==> config.mk <==
export PLATFORM = sky130hd
export DESIGN_NAME = small_language_lexer
export DESIGN_NICKNAME = d
export VERILOG_FILES = /design/src/rtl/core/sll_pkg.sv /design/src/rtl/core/small_language_lexer.sv /design/src/rtl/core/sll_scan.sv
export SDC_FILE = /design/constraint.sdc
export NUM_CORES = 1
export LEC_CHECK = 0
export BUFFER_PORTS_ARGS = -buffer_cell sky130_fd_sc_hd__buf_4
export CORE_MARGIN = 4
export CORE_UTILIZATION = 30
export DETAILED_ROUTE_END_ITERATION = 12
export SYNTH_ARGS = -nofsm -noshare
export SYNTH_HDL_FRONTEND = slang
export SYNTH_SLANG_ARGS = --single-unit
export TNS_END_PERCENT = 50
==> constraint.sdc <==
create_clock -name clk -period 5.89 [get_ports clk]
set_input_delay 0 -clock clk [delete_from_list [all_inputs] [get_ports clk]]
set_output_delay 0 -clock clk [all_outputs]
set_load 0.01 [all_outputs]
==> src/rtl/core/sll_pkg.sv <==
// Package for the small language lexer: scan state, token record and token codes.
// Character class and keyword helpers used by the scanner.
// No dependencies.
`timescale 1ns / 1ps

package sll_pkg;

  localparam int LEN_BITS     = 6;
  localparam int START_BITS   = 16;
  localparam int PREFIX_BYTES = 5;
  localparam int TOK_SLOTS    = 3;

  typedef enum logic [2:0] {
    MODE_IDLE,
    MODE_WORD,
    MODE_NUM,
    MODE_OPER,
    MODE_COMMENT,
    MODE_DONE
  } scan_mode_t;

  typedef enum logic [5:0] {
    TK_DECLARE_INT, TK_DECLARE_FLOAT, TK_ASSIGN, TK_NUMBER, TK_PLUS, TK_MINUS,
    TK_MULTIPLY, TK_RAISE, TK_DIVIDE, TK_CMP_MORE, TK_CMP_LESS, TK_CMP_MORE_EQUAL,
    TK_CMP_LESS_EQUAL, TK_CMP_EQL, TK_CMP_NOT_EQUAL, TK_CMP_NOT, TK_IF, TK_WHILE,
    TK_PRINT, TK_SEMICOLON, TK_ID, TK_END, TK_L_PAREN, TK_R_PAREN, TK_L_CURLY,
    TK_R_CURLY, TK_EXECUTE, TK_NEW_LINE, TK_ADD_ASSIGN, TK_SUB_ASSIGN,
    TK_MULT_ASSIGN, TK_DIV_ASSIGN, TK_AND, TK_OR, TK_INVALID
  } token_kind_t;

  typedef struct packed {
    scan_mode_t                  mode;
    logic [7:0]                  held;
    logic [8*PREFIX_BYTES-1:0]   prefix;
    logic [LEN_BITS-1:0]         len;
    logic                        dot;
    logic                        inval;
  } scan_state_t;

  typedef struct packed {
    token_kind_t           kind;
    logic [START_BITS-1:0] start;
    logic [LEN_BITS-1:0]   len;
    logic                  stream_end;
  } token_t;

  function automatic logic is_letter(input logic [7:0] c);
    return (c >= "A" && c <= "Z") || (c >= "a" && c <= "z");
  endfunction

  function automatic logic is_digit(input logic [7:0] c);
    return c >= "0" && c <= "9";
  endfunction

  function automatic logic is_holdable(input logic [7:0] c);
    return c == "=" || c == ">" || c == "<" || c == "!" ||
           c == "+" || c == "-" || c == "*" || c == "/";
  endfunction

  function automatic token_kind_t pair_kind(input logic [7:0] c);
    token_kind_t k;
    case (c)
      "=":     k = TK_CMP_EQL;
      ">":     k = TK_CMP_MORE_EQUAL;
      "<":     k = TK_CMP_LESS_EQUAL;
      "!":     k = TK_CMP_NOT_EQUAL;
      "+":     k = TK_ADD_ASSIGN;
      "-":     k = TK_SUB_ASSIGN;
      "*":     k = TK_MULT_ASSIGN;
      default: k = TK_DIV_ASSIGN;
    endcase
    return k;
  endfunction

  function automatic token_kind_t single_kind(input logic [7:0] c);
    token_kind_t k;
    case (c)
      "=":     k = TK_ASSIGN;
      "+":     k = TK_PLUS;
      "-":     k = TK_MINUS;
      "*":     k = TK_MULTIPLY;
      "^":     k = TK_RAISE;
      "/":     k = TK_DIVIDE;
      ">":     k = TK_CMP_MORE;
      "<":     k = TK_CMP_LESS;
      "!":     k = TK_CMP_NOT;
      "(":     k = TK_L_PAREN;
      ")":     k = TK_R_PAREN;
      "{":     k = TK_L_CURLY;
      "}":     k = TK_R_CURLY;
      ";":     k = TK_SEMICOLON;
      8'h0a:   k = TK_NEW_LINE;
      default: k = TK_INVALID;
    endcase
    return k;
  endfunction

  // Keywords are at most five characters, so the stored prefix settles them.
  function automatic token_kind_t word_kind(input logic [8*PREFIX_BYTES-1:0] p,
                                            input logic [LEN_BITS-1:0] len);
    logic [7:0] b0, b1, b2, b3, b4;
    token_kind_t k;
    b0 = p[7:0];
    b1 = p[15:8];
    b2 = p[23:16];
    b3 = p[31:24];
    b4 = p[39:32];
    k = TK_ID;
    if (len == LEN_BITS'(3) && b0 == "i" && b1 == "n" && b2 == "t") begin
      k = TK_DECLARE_INT;
    end else if (len == LEN_BITS'(5) && b0 == "f" && b1 == "l" && b2 == "o" &&
                 b3 == "a" && b4 == "t") begin
      k = TK_DECLARE_FLOAT;
    end else if (len == LEN_BITS'(2) && b0 == "i" && b1 == "f") begin
      k = TK_IF;
    end else if (len == LEN_BITS'(5) && b0 == "w" && b1 == "h" && b2 == "i" &&
                 b3 == "l" && b4 == "e") begin
      k = TK_WHILE;
    end else if (len == LEN_BITS'(5) && b0 == "p" && b1 == "r" && b2 == "i" &&
                 b3 == "n" && b4 == "t") begin
      k = TK_PRINT;
    end else if (len == LEN_BITS'(3) && b0 == "a" && b1 == "n" && b2 == "d") begin
      k = TK_AND;
    end else if (len == LEN_BITS'(2) && b0 == "o" && b1 == "r") begin
      k = TK_OR;
    end
    return k;
  endfunction

  function automatic token_t make_tok(input token_kind_t kind,
                                      input logic [START_BITS-1:0] start,
                                      input logic [LEN_BITS-1:0] len,
                                      input logic stream_end);
    token_t t;
    t.kind       = kind;
    t.start      = start;
    t.len        = len;
    t.stream_end = stream_end;
    return t;
  endfunction

endpackage

==> src/rtl/core/small_language_lexer.sv <==
// Top level of the small language lexer: scan state registers and token buffer.
// Depends on sll_pkg and sll_scan.
`timescale 1ns / 1ps

// The lexer takes one source byte per cycle while src_ready is high and emits
// tokens (kind, start offset, length, end-of-stream flag) via a three-entry
// result buffer. A byte is scanned in the cycle it is accepted; its tokens
// are in the buffer on the next cycle. src_ready is high when the buffer is
// empty or its last token is being taken, so with tok_ready held high a byte
// with at most one token never holds up the next, and one with two or three
// holds the next off while the buffer drains. After an error token, bytes
// are still accepted and dropped until the one marked final_byte.

module small_language_lexer
  import sll_pkg::*;
#(
  parameter int MAX_TOKEN_LEN = 49,
  parameter int POSITION_BITS = 16
) (
  input  logic                  clk,
  input  logic                  rst,
  input  logic                  src_valid,
  output logic                  src_ready,
  input  logic [7:0]            source_byte,
  input  logic                  final_byte,
  output logic                  tok_valid,
  input  logic                  tok_ready,
  output logic [5:0]            token_kind,
  output logic [START_BITS-1:0] token_start,
  output logic [LEN_BITS-1:0]   token_length,
  output logic                  stream_end
);

  scan_state_t              st;
  logic [POSITION_BITS-1:0] cur_start;
  logic [POSITION_BITS-1:0] cur_pos;

  scan_state_t              st_next;
  logic [POSITION_BITS-1:0] cur_start_next;
  logic [POSITION_BITS-1:0] cur_pos_next;
  token_t [TOK_SLOTS-1:0]   new_toks;
  logic [1:0]               new_count;

  token_t [TOK_SLOTS-1:0]   slots;
  logic [1:0]               rd_ptr;
  logic [1:0]               count;
  token_t                   head;
  logic                     src_take;
  logic                     tok_take;

  sll_scan #(
    .MAX_TOKEN_LEN (MAX_TOKEN_LEN),
    .POSITION_BITS (POSITION_BITS)
  ) u_scan (
    .cur         (st),
    .cur_start   (cur_start),
    .cur_pos     (cur_pos),
    .source_byte (source_byte),
    .final_byte  (final_byte),
    .nxt         (st_next),
    .nxt_start   (cur_start_next),
    .nxt_pos     (cur_pos_next),
    .toks        (new_toks),
    .tok_count   (new_count)
  );

  assign tok_valid = (count != 2'd0);
  assign tok_take  = tok_valid && tok_ready;
  assign src_ready = (count == 2'd0) || (count == 2'd1 && tok_ready);
  assign src_take  = src_valid && src_ready;

  // All-zero state is the idle mode with nothing pending.
  always_ff @(posedge clk) begin
    if (rst) begin
      st        <= '0;
      cur_start <= '0;
      cur_pos   <= '0;
    end else if (src_take) begin
      st        <= st_next;
      cur_start <= cur_start_next;
      cur_pos   <= cur_pos_next;
    end
  end

  // A new transaction is taken only when the buffer drains this cycle, so the
  // new tokens always refill it from slot zero.
  always_ff @(posedge clk) begin
    if (rst) begin
      rd_ptr <= '0;
      count  <= '0;
    end else if (src_take) begin
      rd_ptr <= '0;
      count  <= new_count;
    end else if (tok_take) begin
      rd_ptr <= rd_ptr + 2'd1;
      count  <= count - 2'd1;
    end
  end

  always_ff @(posedge clk) begin
    if (src_take) begin
      slots <= new_toks;
    end
  end

  always_comb begin
    case (rd_ptr)
      2'd0:    head = slots[0];
      2'd1:    head = slots[1];
      default: head = slots[2];
    endcase
  end

  assign token_kind   = head.kind;
  assign token_start  = head.start;
  assign token_length = head.len;
  assign stream_end   = head.stream_end;

endmodule

==> src/rtl/core/sll_scan.sv <==
// Single-byte scan step: from the current scan state and one source byte, the
// next state and the zero to three tokens that the byte produces.
// Depends on sll_pkg.
`timescale 1ns / 1ps

module sll_scan
  import sll_pkg::*;
#(
  parameter int MAX_TOKEN_LEN = 49,
  parameter int POSITION_BITS = 16
) (
  input  scan_state_t                   cur,
  input  logic [POSITION_BITS-1:0]      cur_start,
  input  logic [POSITION_BITS-1:0]      cur_pos,
  input  logic [7:0]                    source_byte,
  input  logic                          final_byte,
  output scan_state_t                   nxt,
  output logic [POSITION_BITS-1:0]      nxt_start,
  output logic [POSITION_BITS-1:0]      nxt_pos,
  output token_t [TOK_SLOTS-1:0]        toks,
  output logic [1:0]                    tok_count
);

  localparam logic [LEN_BITS-1:0] LEN_MAX = LEN_BITS'(MAX_TOKEN_LEN);

  logic [7:0] c;
  logic       alnum;
  logic       start_new;
  logic [1:0] cnt;

  assign c     = source_byte;
  assign alnum = is_letter(source_byte) || is_digit(source_byte);

  function automatic scan_state_t append_byte(input scan_state_t s, input logic [7:0] b);
    scan_state_t r;
    r = s;
    for (int i = 0; i < PREFIX_BYTES; i++) begin
      if (s.len == LEN_BITS'(i)) begin
        r.prefix[8*i +: 8] = b;
      end
    end
    r.len = s.len + LEN_BITS'(1);
    return r;
  endfunction

  always_comb begin
    nxt       = cur;
    nxt_start = cur_start;
    nxt_pos   = cur_pos;
    toks      = '0;
    cnt       = '0;
    start_new = 1'b0;

    if (cur.mode != MODE_DONE) begin
      case (cur.mode)
        MODE_WORD: begin
          if (alnum) begin
            if (cur.len >= LEN_MAX) begin
              toks[cnt] = make_tok(TK_INVALID, START_BITS'(cur_start), LEN_MAX, 1'b1);
              cnt       = cnt + 2'd1;
              nxt.mode  = MODE_DONE;
            end else begin
              nxt = append_byte(cur, c);
            end
          end else begin
            toks[cnt] = make_tok(word_kind(cur.prefix, cur.len), START_BITS'(cur_start),
                                 cur.len, 1'b0);
            cnt       = cnt + 2'd1;
            nxt.mode  = MODE_IDLE;
            start_new = 1'b1;
          end
        end
        MODE_NUM: begin
          if (alnum || c == ".") begin
            if (cur.len >= LEN_MAX) begin
              toks[cnt] = make_tok(TK_INVALID, START_BITS'(cur_start), LEN_MAX, 1'b1);
              cnt       = cnt + 2'd1;
              nxt.mode  = MODE_DONE;
            end else begin
              nxt = append_byte(cur, c);
              if (is_letter(c)) begin
                nxt.inval = 1'b1;
              end else if (c == ".") begin
                nxt.inval = cur.inval | cur.dot;
                nxt.dot   = 1'b1;
              end
            end
          end else if (cur.inval) begin
            toks[cnt] = make_tok(TK_INVALID, START_BITS'(cur_start), cur.len, 1'b1);
            cnt       = cnt + 2'd1;
            nxt.mode  = MODE_DONE;
          end else begin
            toks[cnt] = make_tok(TK_NUMBER, START_BITS'(cur_start), cur.len, 1'b0);
            cnt       = cnt + 2'd1;
            nxt.mode  = MODE_IDLE;
            start_new = 1'b1;
          end
        end
        MODE_OPER: begin
          if (c == "=") begin
            toks[cnt] = make_tok(pair_kind(cur.held), START_BITS'(cur_start),
                                 LEN_BITS'(2), 1'b0);
            cnt       = cnt + 2'd1;
            nxt.mode  = MODE_IDLE;
          end else if (cur.held == "/" && c == "/") begin
            nxt.mode = MODE_COMMENT;
          end else begin
            toks[cnt] = make_tok(single_kind(cur.held), START_BITS'(cur_start),
                                 LEN_BITS'(1), 1'b0);
            cnt       = cnt + 2'd1;
            nxt.mode  = MODE_IDLE;
            start_new = 1'b1;
          end
        end
        MODE_COMMENT: begin
          if (c == 8'h0a) begin
            nxt.mode  = MODE_IDLE;
            start_new = 1'b1;
          end
        end
        MODE_IDLE: begin
          start_new = 1'b1;
        end
        default: begin
          nxt.mode = MODE_DONE;
        end
      endcase

      // The byte opens something new once the previous token has closed.
      if (start_new && c != " ") begin
        if (is_letter(c) || is_digit(c) || c == "." || is_holdable(c)) begin
          nxt_start  = cur_pos;
          nxt.len    = '0;
          nxt.prefix = '0;
          nxt.dot    = 1'b0;
          nxt.inval  = 1'b0;
          if (is_letter(c)) begin
            nxt.mode = MODE_WORD;
            nxt      = append_byte(nxt, c);
          end else if (is_holdable(c)) begin
            nxt.mode = MODE_OPER;
            nxt.held = c;
          end else begin
            nxt.mode = MODE_NUM;
            nxt.dot  = (c == ".");
            nxt      = append_byte(nxt, c);
          end
        end else if (single_kind(c) == TK_INVALID) begin
          toks[cnt] = make_tok(TK_INVALID, START_BITS'(cur_pos), LEN_BITS'(1), 1'b1);
          cnt       = cnt + 2'd1;
          nxt.mode  = MODE_DONE;
        end else begin
          toks[cnt] = make_tok(single_kind(c), START_BITS'(cur_pos), LEN_BITS'(1), 1'b0);
          cnt       = cnt + 2'd1;
        end
      end

      nxt_pos = (cur_pos == '1) ? cur_pos : cur_pos + POSITION_BITS'(1);

      // On the last byte, flush whatever is still open and close the stream.
      if (final_byte && nxt.mode != MODE_DONE) begin
        case (nxt.mode)
          MODE_WORD: begin
            toks[cnt] = make_tok(word_kind(nxt.prefix, nxt.len), START_BITS'(nxt_start),
                                 nxt.len, 1'b0);
            cnt       = cnt + 2'd1;
          end
          MODE_NUM: begin
            if (nxt.inval) begin
              toks[cnt] = make_tok(TK_INVALID, START_BITS'(nxt_start), nxt.len, 1'b1);
              cnt       = cnt + 2'd1;
              nxt.mode  = MODE_DONE;
            end else begin
              toks[cnt] = make_tok(TK_NUMBER, START_BITS'(nxt_start), nxt.len, 1'b0);
              cnt       = cnt + 2'd1;
            end
          end
          MODE_OPER: begin
            toks[cnt] = make_tok(single_kind(nxt.held), START_BITS'(nxt_start),
                                 LEN_BITS'(1), 1'b0);
            cnt       = cnt + 2'd1;
          end
          default: begin
          end
        endcase
        if (nxt.mode != MODE_DONE) begin
          toks[cnt] = make_tok(TK_END, START_BITS'(nxt_pos), '0, 1'b1);
          cnt       = cnt + 2'd1;
        end
      end
    end

    if (final_byte) begin
      nxt       = '0;
      nxt.mode  = MODE_IDLE;
      nxt_start = '0;
      nxt_pos   = '0;
    end
  end

  assign tok_count = cnt;

endmodule

==> summary.txt <==
Slowest-stage cell, CP = or4b_1
clock root cell = clkbuf_16
Die W = 212 um
Die ar. = 0.0448 mm2
gpl congestion = 0.980
n_diodes = 0
commonest cells after routing, fill and taps aside = nor2_1, nand2_1, a21oi_1
final hold violation count = 0
final setup violation count = 0
Final #Nets = 1514
DR vias = 12100
number of flops mapped to enable cells by yosys = 87
initial antenna violation count = 1
WP data required = 6.21 ns
setup TNS = 0 ns
post-synthesis sequential area ratio = 36.3%
routed wire length = 43700 um
Min Clock Period, post-route = 5.31 ns
post-route worst setup slack = 0.582 ns
ys flop type = dfxtp_1
row cnt = 74
gr ovfl total = 0
cts bufs inserted = 17
Post-Syn Area = 0.0124 mm2
DR vias/cell = 5.98
CTS tree = done
layout cell share with drive strength beyond 1 = 11.7%
Tot GR Track Use = 19.2%
# clock sinks = 182
hold_buf cts = 5
I/O pins = 44
Mapped Avg Cell Area = 8.25 um2
commonest non-fill, non-tap cell in the layout = nor2_1
synthesized flop and latch total = 182
WL/cell = 21.6 um
WP data arrival = 5.62 ns
Tcrit/Tclk final = 90.1%
first-pass GRT wire length = 68100 um
Area growth, synth to finish = 10.9%
Critical Path Source Type = flip-flop
max cap viols = 0
critical path endpoint category = flip-flop
Cell Pwr Density = 337 mW/mm2
Cells after Synth = 1508
# resized after CTS = 0
worst skew pair latency = 0.45 ns
vias in the first global route = 11200
count of cell types in the netlist = 110
H-tree lvl count = 4
largest net degree at the start of global routing = 63
First-pass DRT Iterations = 6
detailed-route DRC error count = 0
VDD IR-drop max = 0.201 mV
Crit path max-delay family = compound AO/OA/AOI/OAI gates
Buf+Inv Stages, Crit Path = 2
clk_skew = 0.0122 ns
PnR Total Power = 4.65 mW
die height = 212 um
Synthesized Nets = 1538
Synth async-reset ratio = 0%
total core area = 0.0409 mm2
max-slew violations = 0
YS warnings = 0
CP max stage delay = 0.72 ns
Place WS = 0.705 ns
CP Class = flip-flop to flip-flop
Slew HR = 35.8%
Worst-path clk slew = 0.07 ns
setup bufs post-CTS = 0
Pleak = 4.67 nW
measured slew at the worst slew-check pin = 0.952 ns
antenna viol nets, final = 0
fmax = 188 MHz
Starting DRT DRC Count = 1596
IO buf count = 43
hpwl dp = 31600 um
largest fanout on the critical path = 15
Critical Path, Cell by Cell = or4b_1, o41ai_4, a21oi_2, o31ai_4, a31oi_1, o2bb2ai_2, nand2_2, a21oi_1, inv_1, ha_1, nand3_1, buf_4, nand3_2, o22ai_1, a22o_1
RSZ-0062 raised after global routing = no
Layout fillers = 4221
outcome = complete, no violations
HP Class = input port to flip-flop
Starting Density = 30.4%
Max Root-Sink Buffers = 2
report_power, final:
group | internal, mW | total [mW] | switching [mW]
registers | 1.56 | 1.64 | 0.0762
clock network | 0.659 | 1.24 | 0.579
logic | 0.558 | 1.77 | 1.21
total | 2.78 | 4.65 | 1.87
worst reg2reg max path, delay by kind of cell (launching register included):
kind,cells,cell delay [ns]
AND/OR/NAND/NOR,4,1.56
flip-flops,1,0.44
AO/OA/AOI/OAI,8,2.63
buffers and inverters,2,0.34
adder cells (fa/ha/maj),1,0.21
layer usage:
layer / up-vias / share of wire [%] / track usage, %
met5: - / 0.030 / 0
met4: 2 / 2.5 / 5.55
met3: 80 / 8.1 / 3.04
met2: 614 / 44 / 29.0
met1: 5814 / 45 / 28.2
li1: 5615 / - / -
cell usage after synthesis (17+ instances only):
cell / n / area [um2]
a21oi_1: 96 / 480
o22a_1: 23 / 201
o22ai_1: 29 / 181
buf_2: 22 / 110
nor2_1: 232 / 871
inv_1: 25 / 93.8
clkbuf_1: 86 / 323
and3_1: 22 / 138
nor3_1: 35 / 175
nor2b_1: 22 / 138
nand3_1: 36 / 180
nor4_1: 19 / 119
edfxtp_1: 87 / 2610
o21ai_0: 46 / 230
ha_1: 17 / 213
a22oi_1: 78 / 586
mux2i_1: 21 / 210
dfxtp_1: 95 / 1900
o21ai_1: 25 / 125
a22o_1: 23 / 201
nand2_1: 156 / 586
nand4_1: 22 / 138
cells by family (layout without fill, tap and decap cells):
family	after synthesis	after routing	synth area share (%)
XOR/XNOR	20	20	1.41
AO/OA/AOI/OAI	474	474	27.9
buffers and inverters	151	140	5.41
adder cells (fa/ha/maj)	17	17	1.71
AND/OR/NAND/NOR	639	639	25.2
flip-flops	182	182	36.3
multiplexers	25	25	2.05
through the flow:
stage	cell area [um2]	hold slack [ns]	instances	util (%)
5_1_grt	13800	0.0825	2029	33.7
4_1_cts	13800	0.0420	2029	33.7
3_5_place_dp	13100	0.341	1992	32.1
2_1_floorplan	12400	0.129	1508	-
3_3_place_gp	13100	0.312	1992	32.1
6_report	13800	0.0573	2029	33.7
state kept, by name, indices dropped and copies added (netlist names):
| register | count |
|---|---|
| cur_start | 16 |
| count | 2 |
| cur_pos | 16 |
| st | 59 |
| rd_ptr | 2 |
| slots | 87 |
worst paths after layout:
check | startpoint | endpoint | slack, ns | depth (start not counted)
hold / removal | tok_ready | rd_ptr[0]$_SDFFE_PP0P_ | 0.06 | 4
setup reg to reg | st[52]$_SDFFE_PP0P_ | slots[42]$_SDFFCE_PN0P_ | 0.58 | 15
hold reg to reg | st[36]$_SDFFE_PP0P_ | st[36]$_SDFFE_PP0P_ | 0.51 | 2
setup / recovery | st[52]$_SDFFE_PP0P_ | slots[42]$_SDFFCE_PN0P_ | 0.58 | 15
final cells by class:
cell class | instances | area [um2] | area share (%)
multi-input combinational | 1175 | 7280 | 52.7
sequential | 182 | 4510 | 32.7
tap | 532 | 666 | 4.82
timing repair buffer | 82 | 628 | 4.55
clock buffer | 18 | 439 | 3.18
clock inverter | 14 | 183 | 1.32
inverter | 26 | 97.6 | 0.707
Note: power is estimated with default switching activity, not from simulation.
